### config.mk
export PLATFORM = sky130hd
export DESIGN_NAME = tlh_ram
export DESIGN_NICKNAME = d
export VERILOG_FILES = /design/src/rtl/tlh_ram.sv
export SDC_FILE = /design/constraint.sdc
export NUM_CORES = 1
export LEC_CHECK = 0
export BUFFER_PORTS_ARGS = -buffer_cell sky130_fd_sc_hd__buf_2
export CAP_MARGIN = 20
export CORE_MARGIN = 3
export CORE_UTILIZATION = 60
export DETAILED_ROUTE_END_ITERATION = 10
export GPL_TIMING_DRIVEN = 0
export PLACE_DENSITY = 0.83
export RECOVER_POWER = 100
export SETUP_SLACK_MARGIN = 0.15
export SYNTH_ARGS = -nofsm -noshare
export SYNTH_HDL_FRONTEND = slang
export SYNTH_SLANG_ARGS = --single-unit
### constraint.sdc
create_clock -name i_clk -period 5.9 [get_ports i_clk]
set_clock_uncertainty 0.2 [all_clocks]
set_input_delay 0.885 -clock i_clk [delete_from_list [all_inputs] [get_ports i_clk]]
set_output_delay 0.885 -clock i_clk [all_outputs]
set_load 0.05 [all_outputs]
### src/rtl/tlh_ram.sv
// Generic simple dual-port RAM with registered read.
`timescale 1ns / 1ps
module tlh_ram #(
    parameter int WIDTH = 32,
    parameter int DEPTH = 16
) (
    input  logic                     i_clk,
    input  logic                     i_we,
    input  logic [$clog2(DEPTH)-1:0] i_waddr,
    input  logic [WIDTH-1:0]         i_wdata,
    input  logic [$clog2(DEPTH)-1:0] i_raddr,
    output logic [WIDTH-1:0]         o_rdata
);
    logic [WIDTH-1:0] r_mem [DEPTH];

    always_ff @(posedge i_clk) begin
        if (i_we) begin
            r_mem[i_waddr] <= i_wdata;
        end
        o_rdata <= r_mem[i_raddr];
    end
endmodule

Word level (Yosys, flattened, before mapping)
Memories as Yosys holds them, arrays and structs flattened. A register that Yosys moved wholly into a read port is not among the register bits.
Index checks and enable logic that the tools add are counted.
{"block": "totals", "reg_bits": 0, "ram_bits": 512, "in_bits": 42, "output_inout_bits": 32, "word_cells": 3, "n_memories": 1}
{"name": "r_mem", "depth": 16, "width": 32, "read_ports": 1, "rd_clocked_by_memory_dff": 1, "write_ports": 1, "line_no": "14", "rtl": "logic [WIDTH-1:0] r_mem [DEPTH];"}
{"block": "op_classes", "n_mux": 2}
{"operator": "$mux W1", "n": 2}

Logic depth before layout (Yosys ltp)
{"block": "depth", "word_depth": 2, "depth_mapped": 5, "depth_no_buf": 3}

Worst setup path after synthesis
Ideal clock, no wire load.
{"block": "synth_timing", "path_kind": "input to register", "start": "input i_waddr[2]", "end": "memory r_mem[0][0], enable pin", "setup_time_ps": 461, "arrival_ps": 3603, "required_time_ps": 5239, "setup_slack_ps": 1635, "stages": 2, "path_cell_list": "or3b_2 > nor3_1"}
{"element": "start, declared", "line_no": "9", "rtl": "input logic [$clog2(DEPTH)-1:0] i_waddr,"}
{"element": "end, declared", "line_no": "14"}
No word-level cell before the write port.

Final worst setup path
{"block": "layout_timing", "start": "input i_waddr[2]", "end": "memory r_mem[1][2], enable pin"}
No word-level cell before the write port.

==> qor.csv <==
metric;value;unit
Crit path top cell by count;clkbuf_1;
Leak Pwr;7.024;nW
Seq/Total Area, Yosys;80.67;%
RSZ-0062 raised after global routing;false;
io pins;74;
CTS clk-pin slew, worst paths;0.06;ns
Routed Antenna Nets;0;
global-route wire length before repair;66.94;mm
die height;187.9;µm
die area;35310;µm²
Least-Margin Pin Slew;1.827;ns
core area;32040;µm²
CTS tree;done;
Storage cell area;16020;µm²
initial antenna violation count;3;
Synth Register Bits;544;
Wirelength per Cell;30.64;µm
via/cell ratio;6.647;
Worst R2R End;o_rdata[22]$_DFF_P_;
syn nets;880;
post-synth top area share;77.44;%
slowest stage cell, crit path;clkbuf_1;
Cell Pwr Density;357.0;nW/µm²
CP peak stage delay;1.34;ns
share of cells above drive strength 1;21.35;%
FF-to-FF setup slack;4.21;ns
nets@finish;1028;
Synth Instances;838;
design area;22370;µm²
number of global-route vias before repair;10200;
CTS resizes;0;
Area growth, synth to finish;12.68;%
DP Area;21240;µm²
Routed WL;44.79;mm
crit path from;i_waddr[2];
CTS Buf Count;51;
row cnt;65;
clk buf depth;3;
Worst Hold Class;reg2reg;
CTS Sinks;544;
Synth cell types;18;
Total GRT Usage;26.06;%
Avg Cell Area, Syn;23.69;µm²
Final Wtd Congestion;0.7265;
Post-Syn Area;19850;µm²
hold path start;r_mem[14][15]$_DFFE_PP_;
hpwl dp;25.52;mm
Final Util;69.82;%
Setup violations, final;0;
kind of critical path;in2reg;
Starting Density;61.96;%
Tcrit/Tclk final;68.03;%
Worst Hold End;o_rdata[15]$_DFF_P_;
input/output buffers;71;
CP Launch Type;input port;
DR pass1 iterations;5;
Root Driver;clkbuf_16;
Max Cap Violations;21;
CP Data Required Time;5.85;ns
R2R cell count;3;
cell taking the most area after synthesis;edfxtp_1;
area of the multi-input gates;3616;µm²
worst hold stages;3;
Critical Path AT;3.96;ns
Die X;187.9;µm
H-Tree Depth;2;
largest net degree at the start of global routing;23;
cells along the critical path;clkbuf_1 -> or3b_2 -> nor2_1 -> clkbuf_1;
FMAX;0.2491;GHz
top post-synthesis cells by area;edfxtp_1 77%, mux4_2 15%, dfxtp_1 3.2%;
fill count;1902;
failing checks;max-capacitance violations, max-slew violations;
Final min period;4.014;ns
DRC;0;
relative slew slack;-21.78;%
crit-path max FO;21;
worst reg2reg path startpoint;r_mem[8][22]$_DFFE_PP_;
CTS Hold Bufs;0;
via count;9718;
crit end category;flop;
Initial DRC Count;1179;
global route total overflow;0;
Max Slew Vio Count;372;
outcome;complete, but fails checks;
post-CTS setup buffer count;0;
Hold Violations, Final;0;
worst vdd ir;0.0002494;V
Worst-Skew Late Latency;0.57;ns
Synth Warn #;0;
state kept, by name, summed over array words and instances, names as in the netlist:
name / cells
o_rdata: 32
r_mem: 512
kinds of logic (layout without fill, tap and decap cells):
kind of cell,after synthesis,in the layout,share of synthesized area (%)
AOI/OAI and AO/OA,64,64,2.420
buffers and inverters,43,231,1.122
DFF,544,544,80.67
muxes,128,128,14.52
other,0,1,0
and+or+nand+nor,59,59,1.273
cells in the final DEF (no fill, tap or decap):
cell type and instances:
clkbuf_1 135, dfxtp_1 32, and2_1 1, buf_6 2, edfxtp_1 512, clkbuf_8 1
buf_4 11, diode_2 1, clkinv_2 9, bufinv_16 4, clkinv_1 4, buf_1 2
nand3_1 1, nand2b_1 2, inv_8 1, or3b_2 1, clkinvlp_4 1, nand3b_1 2
clkbuf_16 52, clkinv_8 1, nor2_1 13, nand2_1 33, mux4_2 128, buf_2 7
inv_6 1, nor3_1 4, a22oi_1 64, nor2b_1 2
worst max-delay path by stage:
stage	endpoint	slack [ns]	depth (start not counted)
2_1_floorplan	r_mem[0][0]$_DFFE_PP_	1.64	2
3_3_place_gp	r_mem[0][4]$_DFFE_PP_	-0.69	3
3_5_place_dp	r_mem[0][4]$_DFFE_PP_	2.55	5
4_1_cts	r_mem[0][3]$_DFFE_PP_	3.11	5
5_1_grt	r_mem[15][5]$_DFFE_PP_	1.81	4
6_report	r_mem[1][2]$_DFFE_PP_	1.89	4
Yosys cell counts:
| cell type | instances |
|---|---|
| buf_1 | 9 |
| buf_6 | 2 |
| a22oi_1 | 64 |
| nand3b_1 | 2 |
| and2_1 | 1 |
| edfxtp_1 | 512 |
| mux4_2 | 128 |
| nor3_1 | 4 |
| nand3_1 | 1 |
| nand2b_1 | 2 |
| nor2_1 | 13 |
| clkbuf_1 | 17 |
| buf_2 | 4 |
| or3b_2 | 1 |
| dfxtp_1 | 32 |
| nand2_1 | 33 |
| buf_4 | 11 |
| nor2b_1 | 2 |
final cells by class:
class                   count  share of cell area, %
repair buffers             95                  1.616
well taps                 435                  2.433
multi-input cells         251                  16.16
clock inverters            21                  1.001
clock buffers              72                  6.197
diodes                      1                0.01119
plain buffers              43                 0.9899
flip-flops and latches    544                  71.59
routing by layer:
layer / vias up / track usage (%) / routed length (µm)
met1: 5067 / 36.97 / 16540
met4: 4 / 8.745 / 1292
met3: 103 / 5.440 / 4579
met5: - / 0 / 21
met2: 678 / 41.60 / 22360
li1: 3866 / - / -
worst max-delay path, delay by kind of cell:
family / cells / cell delay, ns
buffers and inverters: 2 / 1.45
AND/OR/NAND/NOR: 2 / 1.61
report_power, final:
| group | switching (mW) | total, mW | internal, mW |
|---|---|---|---|
| Sequential | 0.0271 | 4.35 | 4.32 |
| Clock | 1.36 | 3.17 | 1.82 |
| Combinational | 0.319 | 0.463 | 0.144 |
| Total | 1.70 | 7.99 | 6.29 |
through the flow:
step | instances | worst slack, ns | setup TNS (ns) | total power, mW | hold slack (ns)
4_1_cts | 1461 | 3.111 | 0 | 8.040 | 0.4693
3_5_place_dp | 1368 | 2.546 | 0 | 4.905 | 0.4704
6_report | 1462 | 1.886 | 0 | 7.988 | 0.4781
3_3_place_gp | 1344 | -0.6886 | -66.12 | 4.872 | 0.4553
2_1_floorplan | 838 | 1.635 | 0 | 4.720 | 0.4349
5_1_grt | 1462 | 1.814 | 0 | 8.207 | 0.5117
Power figures use the tool's default switching activity.
