<file path="config.mk">
export PLATFORM = sky130hd
export DESIGN_NAME = tlh_hash
export DESIGN_NICKNAME = d
export VERILOG_FILES = /design/src/rtl/tlh_pkg.sv /design/src/rtl/tlh_hash.sv
export SDC_FILE = /design/constraint.sdc
export NUM_CORES = 2
export LEC_CHECK = 0
export ABC_AREA = 1
export BUFFER_PORTS_ARGS = -buffer_cell sky130_fd_sc_hd__clkbuf_2
export CAP_MARGIN = 20
export CORE_UTILIZATION = 50
export CTS_CLUSTER_DIAMETER = 40
export DETAILED_ROUTE_END_ITERATION = 16
export PLACE_DENSITY = 0.69
export SETUP_SLACK_MARGIN = 0.3
export SYNTH_ARGS = -nofsm -noshare
export SYNTH_HDL_FRONTEND = slang
export SYNTH_SLANG_ARGS = --single-unit
</file>
<file path="constraint.sdc">
create_clock -name i_clk -period 9 [get_ports i_clk]
set_input_delay 0.45 -clock i_clk [delete_from_list [all_inputs] [get_ports i_clk]]
set_output_delay 0.45 -clock i_clk [all_outputs]
set_load 0.02 [all_outputs]
</file>
<file path="src/rtl/tlh_pkg.sv">
// Shared codes and hash constants for the two-level hash location table.
`timescale 1ns / 1ps
package tlh_pkg;
    localparam logic [2:0] FUNC_LOOKUP = 3'd0;
    localparam logic [2:0] FUNC_UPDATE = 3'd1;
    localparam logic [2:0] FUNC_REMOVE = 3'd2;
    localparam logic [2:0] FUNC_SET_SEAL = 3'd3;
    localparam logic [2:0] FUNC_QUERY_SEAL = 3'd4;

    localparam logic [1:0] ST_OK = 2'd0;
    localparam logic [1:0] ST_MISS = 2'd1;
    localparam logic [1:0] ST_INVALID = 2'd2;
    localparam logic [1:0] ST_FULL = 2'd3;

    localparam logic [31:0] NO_GROUP = 32'hFFFF_FFFF;
    localparam logic [31:0] NO_ITEM = 32'h0;
    localparam logic [31:0] GROUP_SALT = 32'h9e37_79b9;

    localparam logic [63:0] MIX_C1 = 64'hbf58_476d_1ce4_e5b9;
    localparam logic [63:0] MIX_C2 = 64'h94d0_49bb_1331_11eb;
endpackage

</file>
<file path="src/rtl/tlh_hash.sv">
// Multi-cycle 64-bit mix finalizer built on one shared 32x32 multiplier.
`timescale 1ns / 1ps
module tlh_hash import tlh_pkg::*; (
    input  logic        i_clk,
    input  logic        i_rst_n,
    input  logic        i_start,
    input  logic [63:0] i_x,
    output logic        o_done,
    output logic [63:0] o_hash
);
    logic [2:0]  r_step;
    logic [63:0] r_x;
    logic [63:0] r_acc;
    logic [63:0] r_hash;
    logic        r_done;
    logic [31:0] mul_a;
    logic [31:0] mul_b;
    logic [63:0] mul_c;
    logic [63:0] prod;
    logic [63:0] sum;

    always_comb begin
        mul_c = (r_step <= 3'd3) ? MIX_C1 : MIX_C2;
        mul_a = (r_step == 3'd3 || r_step == 3'd6) ? r_x[63:32] : r_x[31:0];
        mul_b = (r_step == 3'd2 || r_step == 3'd5) ? mul_c[63:32] : mul_c[31:0];
        prod = {32'b0, mul_a} * {32'b0, mul_b};
        if (r_step == 3'd1 || r_step == 3'd4) begin
            sum = prod;
        end else begin
            sum = r_acc + {prod[31:0], 32'b0};
        end
    end

    always_ff @(posedge i_clk) begin
        if (!i_rst_n) begin
            r_step <= 3'd0;
            r_done <= 1'b0;
        end else begin
            r_done <= 1'b0;
            case (r_step)
                3'd0: begin
                    if (i_start) begin
                        r_x <= i_x ^ (i_x >> 30);
                        r_step <= 3'd1;
                    end
                end
                3'd3: begin
                    r_x <= sum ^ (sum >> 27);
                    r_step <= 3'd4;
                end
                3'd6: begin
                    r_hash <= sum ^ (sum >> 33);
                    r_done <= 1'b1;
                    r_step <= 3'd0;
                end
                default: begin
                    r_acc <= sum;
                    r_step <= r_step + 3'd1;
                end
            endcase
        end
    end

    assign o_done = r_done;
    assign o_hash = r_hash;
endmodule

</file>
After elaboration in Yosys (flattened, before gate mapping) --
Index checks and enable logic that the tools add are counted.
Storage, ports and cells: word-level logic and storage cells 38, bits of input ports 67, register bits 196, output and inout port bits 65
Operators by class: equality and inequality tests 7, add/sub/neg operators 2, reductions and logical operators 9, bitwise logic cells 4, $lt $le $gt $ge 1, multiply operators 1, multiplexer cells 9
Operators with widths (number):
- $mux 64 | 2
- $pmux 64 s2 | 1
- $add 64x64->64 | 1
- $mul 32x32->64 | 1
- $mux 32 | 2
- $xor 64x31->64 | 1
- $xor 64x34->64 | 1
- $xor 64x37->64 | 1
- $mux 62 | 1
- $eq 3x3->1 const B | 3
- $pmux 3 s3 | 1
- $eq 3x2->1 const B | 2
- $reduce_and 2->1 | 2
- $add 3x1->3 const B | 1
- $eq 3x1->1 const B | 1
- $le 3x2->1 const B | 1
- $logic_not 3->1 | 1
- $logic_or 1x1->1 | 3
- $mux 3 | 1
- $reduce_and 3->1 | 1
- $reduce_or 3->1 | 1
- $ne 2x2->1 const B | 1
- $reduce_bool 2->1 | 1
- $mux 1 | 1
- $not 1->1 | 1

Depth between registers and ports, before layout --
depth in word-level cells 8, gate-level depth with buffers 55, gate-level depth less buffers 55

Worst setup path after synthesis --
No wires, ideal clock.
path kind reg2reg, start point register r_step[2], end point register r_hash[30] (netlist: o_hash[30]) (data pin), path slack -0.182 ns, stages on the path, launching flop included 46, period minus slack after synthesis 9.182 ns, arrival 8.921 ns, library setup time 0.262 ns, buffers on the path 2, data required time 8.738 ns, cells stage by stage dfxtp_1 -> inv_2 -> ha_1 -> inv_2 -> nand2_2 -> buf_4 -> buf_4 -> o21ai_1 -> inv_2 -> nor2_1 -> fa_1 -> fa_1 -> fa_1 -> inv_1 -> fa_1 -> inv_1 -> fa_1 -> inv_1 -> [10 not listed] -> nand2_1 -> inv_1 -> nand3_2 -> or2_2 -> and2_1 -> ha_1 -> nand2_1 -> nor2_1 -> inv_1 -> nor2_1 -> inv_1 -> nor3_1 -> a21oi_1 -> nand3_1 -> nand2_1 -> nand2_2 -> nand2_2 -> xor2_1
On the way: cells in the longest elaborated chain, start to end 7, elaborated cells on any way between the ends 17, classes of those cells add/sub: 1; mul: 1; order compare: 1; eq/ne: 6; mux: 4; bitwise: 1; reduce/logical: 3
RTL lines:
- from (decl) | RTL line tlh_hash.sv:11 | logic [2:0] r_step;
- from (signal assigned) | RTL line tlh_hash.sv:58 | r_step <= r_step + 3'd1;
- $le 3x2->1 (tied with other cells) | RTL line tlh_hash.sv:23 | mul_c = (r_step <= 3'd3) ? MIX_C1 : MIX_C2;
- $mux 62 (tied with other cells) | RTL line tlh_hash.sv:23
- $mux 32 (on tied branches) | RTL line tlh_hash.sv:25, tlh_hash.sv:24
- $mul 32x32->64 | RTL line tlh_hash.sv:26 | prod = {32'b0, mul_a} * {32'b0, mul_b};
- $add 64x64->64 | RTL line tlh_hash.sv:30 | sum = r_acc + {prod[31:0], 32'b0};
- $mux 64 (*) | RTL line tlh_hash.sv:27 | if (r_step == 3'd1 || r_step == 3'd4) begin
- named net sum[63] | RTL line tlh_hash.sv:20 | logic [63:0] sum;
- $xor 64x31->64 (*) | RTL line tlh_hash.sv:52 | r_hash <= sum ^ (sum >> 33);
- to (signal assigned) | RTL line tlh_hash.sv:52
- to (decl) | RTL line tlh_hash.sv:14 | logic [63:0] r_hash;
The timed path passes the listed nets; every way through them passes the cells marked *. A chain may end at the register's enable or synchronous reset.

Worst setup path after layout --
start point register r_step[1], end point register r_x[34] (data pin)
On the way: cells in the longest elaborated chain, start to end 8, elaborated cells on any way between the ends 19, classes of those cells add/sub: 1; mul: 1; order compare: 1; eq/ne: 6; mux: 5; bitwise: 1; reduce/logical: 4
RTL lines:
- $le 3x2->1 (tied with other cells) | RTL line tlh_hash.sv:23
- $mux 62 (tied with other cells) | RTL line tlh_hash.sv:23
- $mux 32 (on tied branches) | RTL line tlh_hash.sv:25, tlh_hash.sv:24
- $mul 32x32->64 | RTL line tlh_hash.sv:26
- $add 64x64->64 | RTL line tlh_hash.sv:30
- $mux 64 (*) | RTL line tlh_hash.sv:27
- named net sum[61] | RTL line tlh_hash.sv:20
- $xor 64x37->64 (*) | RTL line tlh_hash.sv:48 | r_x <= sum ^ (sum >> 27);
- $pmux 64 s2 (*) | RTL line tlh_hash.sv:40 | case (r_step)
- to (signal assigned) | RTL line tlh_hash.sv:43 | r_x <= i_x ^ (i_x >> 30);
- to (signal assigned) | RTL line tlh_hash.sv:48
- to (decl) | RTL line tlh_hash.sv:12 | logic [63:0] r_x;
Marked as above.

==> flow_summary.json <==
{
  "status": "finished with violations",
  "violations": "setup timing",
  "synth_area_um2": 41600,
  "syn_area_per_cell_um2": 8.71,
  "fin_crit_sh_pct": 103,
  "cts.clk_slew.worst_paths_ns": 0.08,
  "area_growth_pct": 31.7,
  "wl_per_cell_um": 23.8,
  "crit_type": "reg -> reg",
  "synthFlopType": "edfxtp_1",
  "setup_slack_ns": -0.311,
  "die_area_um2": 84400,
  "layout.nets": 7030,
  "antenna_found_initial": 4,
  "grt_pass1_vias": 38600,
  "timing_hold_violations_final": 0,
  "async_flop_share_pct": 0,
  "synth_edf_count": 192,
  "place_ws_ns": -0.818,
  "cts_buffers": 17,
  "critPathMaxFanout": 7,
  "postRouteAntennaNets": 0,
  "synth_cells": 4775,
  "drc_errors": 0,
  "clock-sinks": 196,
  "fin_util_pct": 66.7,
  "core_um2": 82200,
  "clkLatencyLatePin_ns": 0.47,
  "startpoint_type": "flop",
  "routed_wl_um": 163000,
  "drive_above_1_share_pct": 32.3,
  "grt_max_degree": 68,
  "route.vias.total": 36400,
  "htree_levels": 4,
  "arrival_ns": 9.54,
  "cts_max_path_buffers": 2,
  "yosysUniqueCellTypes": 57,
  "slew_headroom_pct": 36.4,
  "dr.pass1.iters": 7,
  "grt_overflow": 0,
  "finalSetupViolCount": 57,
  "initial_core_util_pct": 50.6,
  "crit_required_ns": 9.23,
  "layout_min_cycle_time_ns": 9.31,
  "crit_path_end_kind": "flop",
  "grt_usage_pct": 39.8,
  "maxCapViolations": 0,
  "dp_hpwl_um": 143000,
  "hold_buffers": 0,
  "timing.fmax_ghz": 0.107,
  "cts-root-buf": "clkbuf_16",
  "synth-seq-area-share_pct": 14.0,
  "place.gp.congestion": 1.04,
  "die_w_um": 290,
  "hold_ws_ns": 0.243,
  "fillers": 6795,
  "drv_slew": 0,
  "port_buffers": 131,
  "slowest_delay_ns": 0.54,
  "ys_ff_latch": 196,
  "ios": 132,
  "cts_tree": "yes",
  "clock_skew_ns": 0.0151,
  "cp_common_cell": "fa_1",
  "grt_setup_unrepaired": "true",
  "min_path_type": "in -> reg",
  "die_h_um": 290,
  "worst_pin_slew_ns": 0.955,
  "ys_warn_count": 0,
  "viasPerCell": 5.30,
  "grt_first_pass_wirelength_um": 244000,
  "drt_first_iter_violations": 3481,
  "cpMaxStageDelayCell": "fa_1",
  "syn-num-nets": 6031,
  "rows": 105
}
-- registers in the layout, summed over array words and instances, names as in the netlist --
| signal | count |
|---|---|
| o_hash | 64 |
| o_done | 1 |
| r_x | 64 |
| r_step | 3 |
| r_acc | 64 |
-- Yosys cell counts (12+ instances only) --
cell type	count	area (um^2)
o21ai_1	42	210
o21ai_2	12	105
a21oi_1	128	641
clkbuf_1	41	154
inv_2	46	173
xor2_1	65	569
or2_2	26	163
ha_1	367	4590
nand2_1	728	2730
nand4_1	17	106
edfxtp_1	192	5770
nand3_1	181	906
nor2_2	16	100
o21bai_1	14	105
o21ai_0	112	561
nand2_2	31	194
nor3_1	17	85.1
nor2_1	500	1880
fa_1	822	16500
inv_1	1228	4610
xnor2_1	29	254
buf_2	43	215
-- kinds of logic (layout without fill, tap and decap cells) --
logic type | after synthesis | count (layout) | share of synthesized area [%]
adders and majority gates | 1189 | 1189 | 50.6
buffers and inverters | 1373 | 2385 | 12.6
DFF | 196 | 196 | 14.0
and+or+nand+nor | 1556 | 1556 | 15.7
xor gates and xnor gates | 96 | 96 | 2.06
other | 1 | 2 | 0.00901
AOI/OAI and AO/OA | 364 | 364 | 5.02
-- layer usage --
| layer | global-route usage (%) | up-vias | part of all wire [%] |
|---|---|---|---|
| li1 | - | 16300 | - |
| met1 | 51.1 | 18000 | 39 |
| met2 | 63.1 | 1775 | 45 |
| met3 | 10.7 | 355 | 10 |
| met4 | 18.4 | 2 | 5.8 |
| met5 | 0 | - | 0.0080 |
-- layout make-up --
class                           instances  area, um^2  share of cell area [%]
Multi-Input combinational cell       3206       33800                    61.6
Timing Repair Buffer                 1077        8430                    15.4
Antenna cell                            1        2.50                 0.00456
Clock buffer                           18         429                   0.783
Tap cell                             1070        1340                    2.44
Sequential cell                       196        5850                    10.7
Inverter                             1276        4850                    8.85
Clock inverter                         14         144                   0.262
-- final timing paths --
path | startpoint | slack, ns | endpoint | cells past startpoint
setup / recovery | r_step[1]$_SDFFE_PN0P_ | -0.31 | r_x[34]$_DFFE_PP_ | 47
hold / removal | i_rst_n | 0.24 | r_step[1]$_SDFFE_PN0P_ | 2
setup reg to reg | r_step[1]$_SDFFE_PN0P_ | -0.31 | r_x[34]$_DFFE_PP_ | 47
hold reg to reg | r_step[1]$_SDFFE_PN0P_ | 0.57 | r_step[1]$_SDFFE_PN0P_ | 1
-- stage by stage --
stage | instances | TNS [ns] | instance area (um^2)
4_1_cts | 6823 | -5.03 | 53700
2_1_floorplan | 4775 | 0 | 41800
5_1_grt | 6857 | -32.17 | 54800
3_5_place_dp | 6719 | -50.08 | 49900
3_3_place_gp | 6719 | -50.21 | 49900
6_report | 6858 | -9.95 | 54800
-- worst max-delay path, delay by kind of cell, from the launching register on --
family | cells | cell delay (ns)
AO/OA/AOI/OAI | 3 | 0.62
flip-flops | 1 | 0.37
adder cells (fa/ha/maj) | 12 | 4.98
AND/OR/NAND/NOR | 19 | 1.99
buffers and inverters | 13 | 1.07
-- what timing repair did --
item / 4_1_cts / 5_1_grt
gates resized for setup: 637 / 231
endpoints found under the hold margin: 0 / 0
setup buffers: 71 / 34
setup endpoints to repair: 158 / 160
pin swaps: 189 / 130
gates cloned: 1 / 0
-- cell usage in the layout (no fill, tap or decap), types with 46 or more instances in the layout --
cell type,instances
a21oi_1,70
buf_4,846
buf_6,66
clkbuf_2,131
edfxtp_1,192
fa_1,783
ha_1,312
ha_4,53
inv_1,1169
inv_2,89
nand2_1,587
nand2_2,121
nand2_4,46
nand3_1,138
nand3_2,47
nor2_1,385
nor2_2,71
nor2_4,66
o21ai_0,58
o21ai_1,50
xor2_1,57
Power is not shown: default switching activity piles up to over one toggle a cycle in this logic, so the estimate is an artifact.
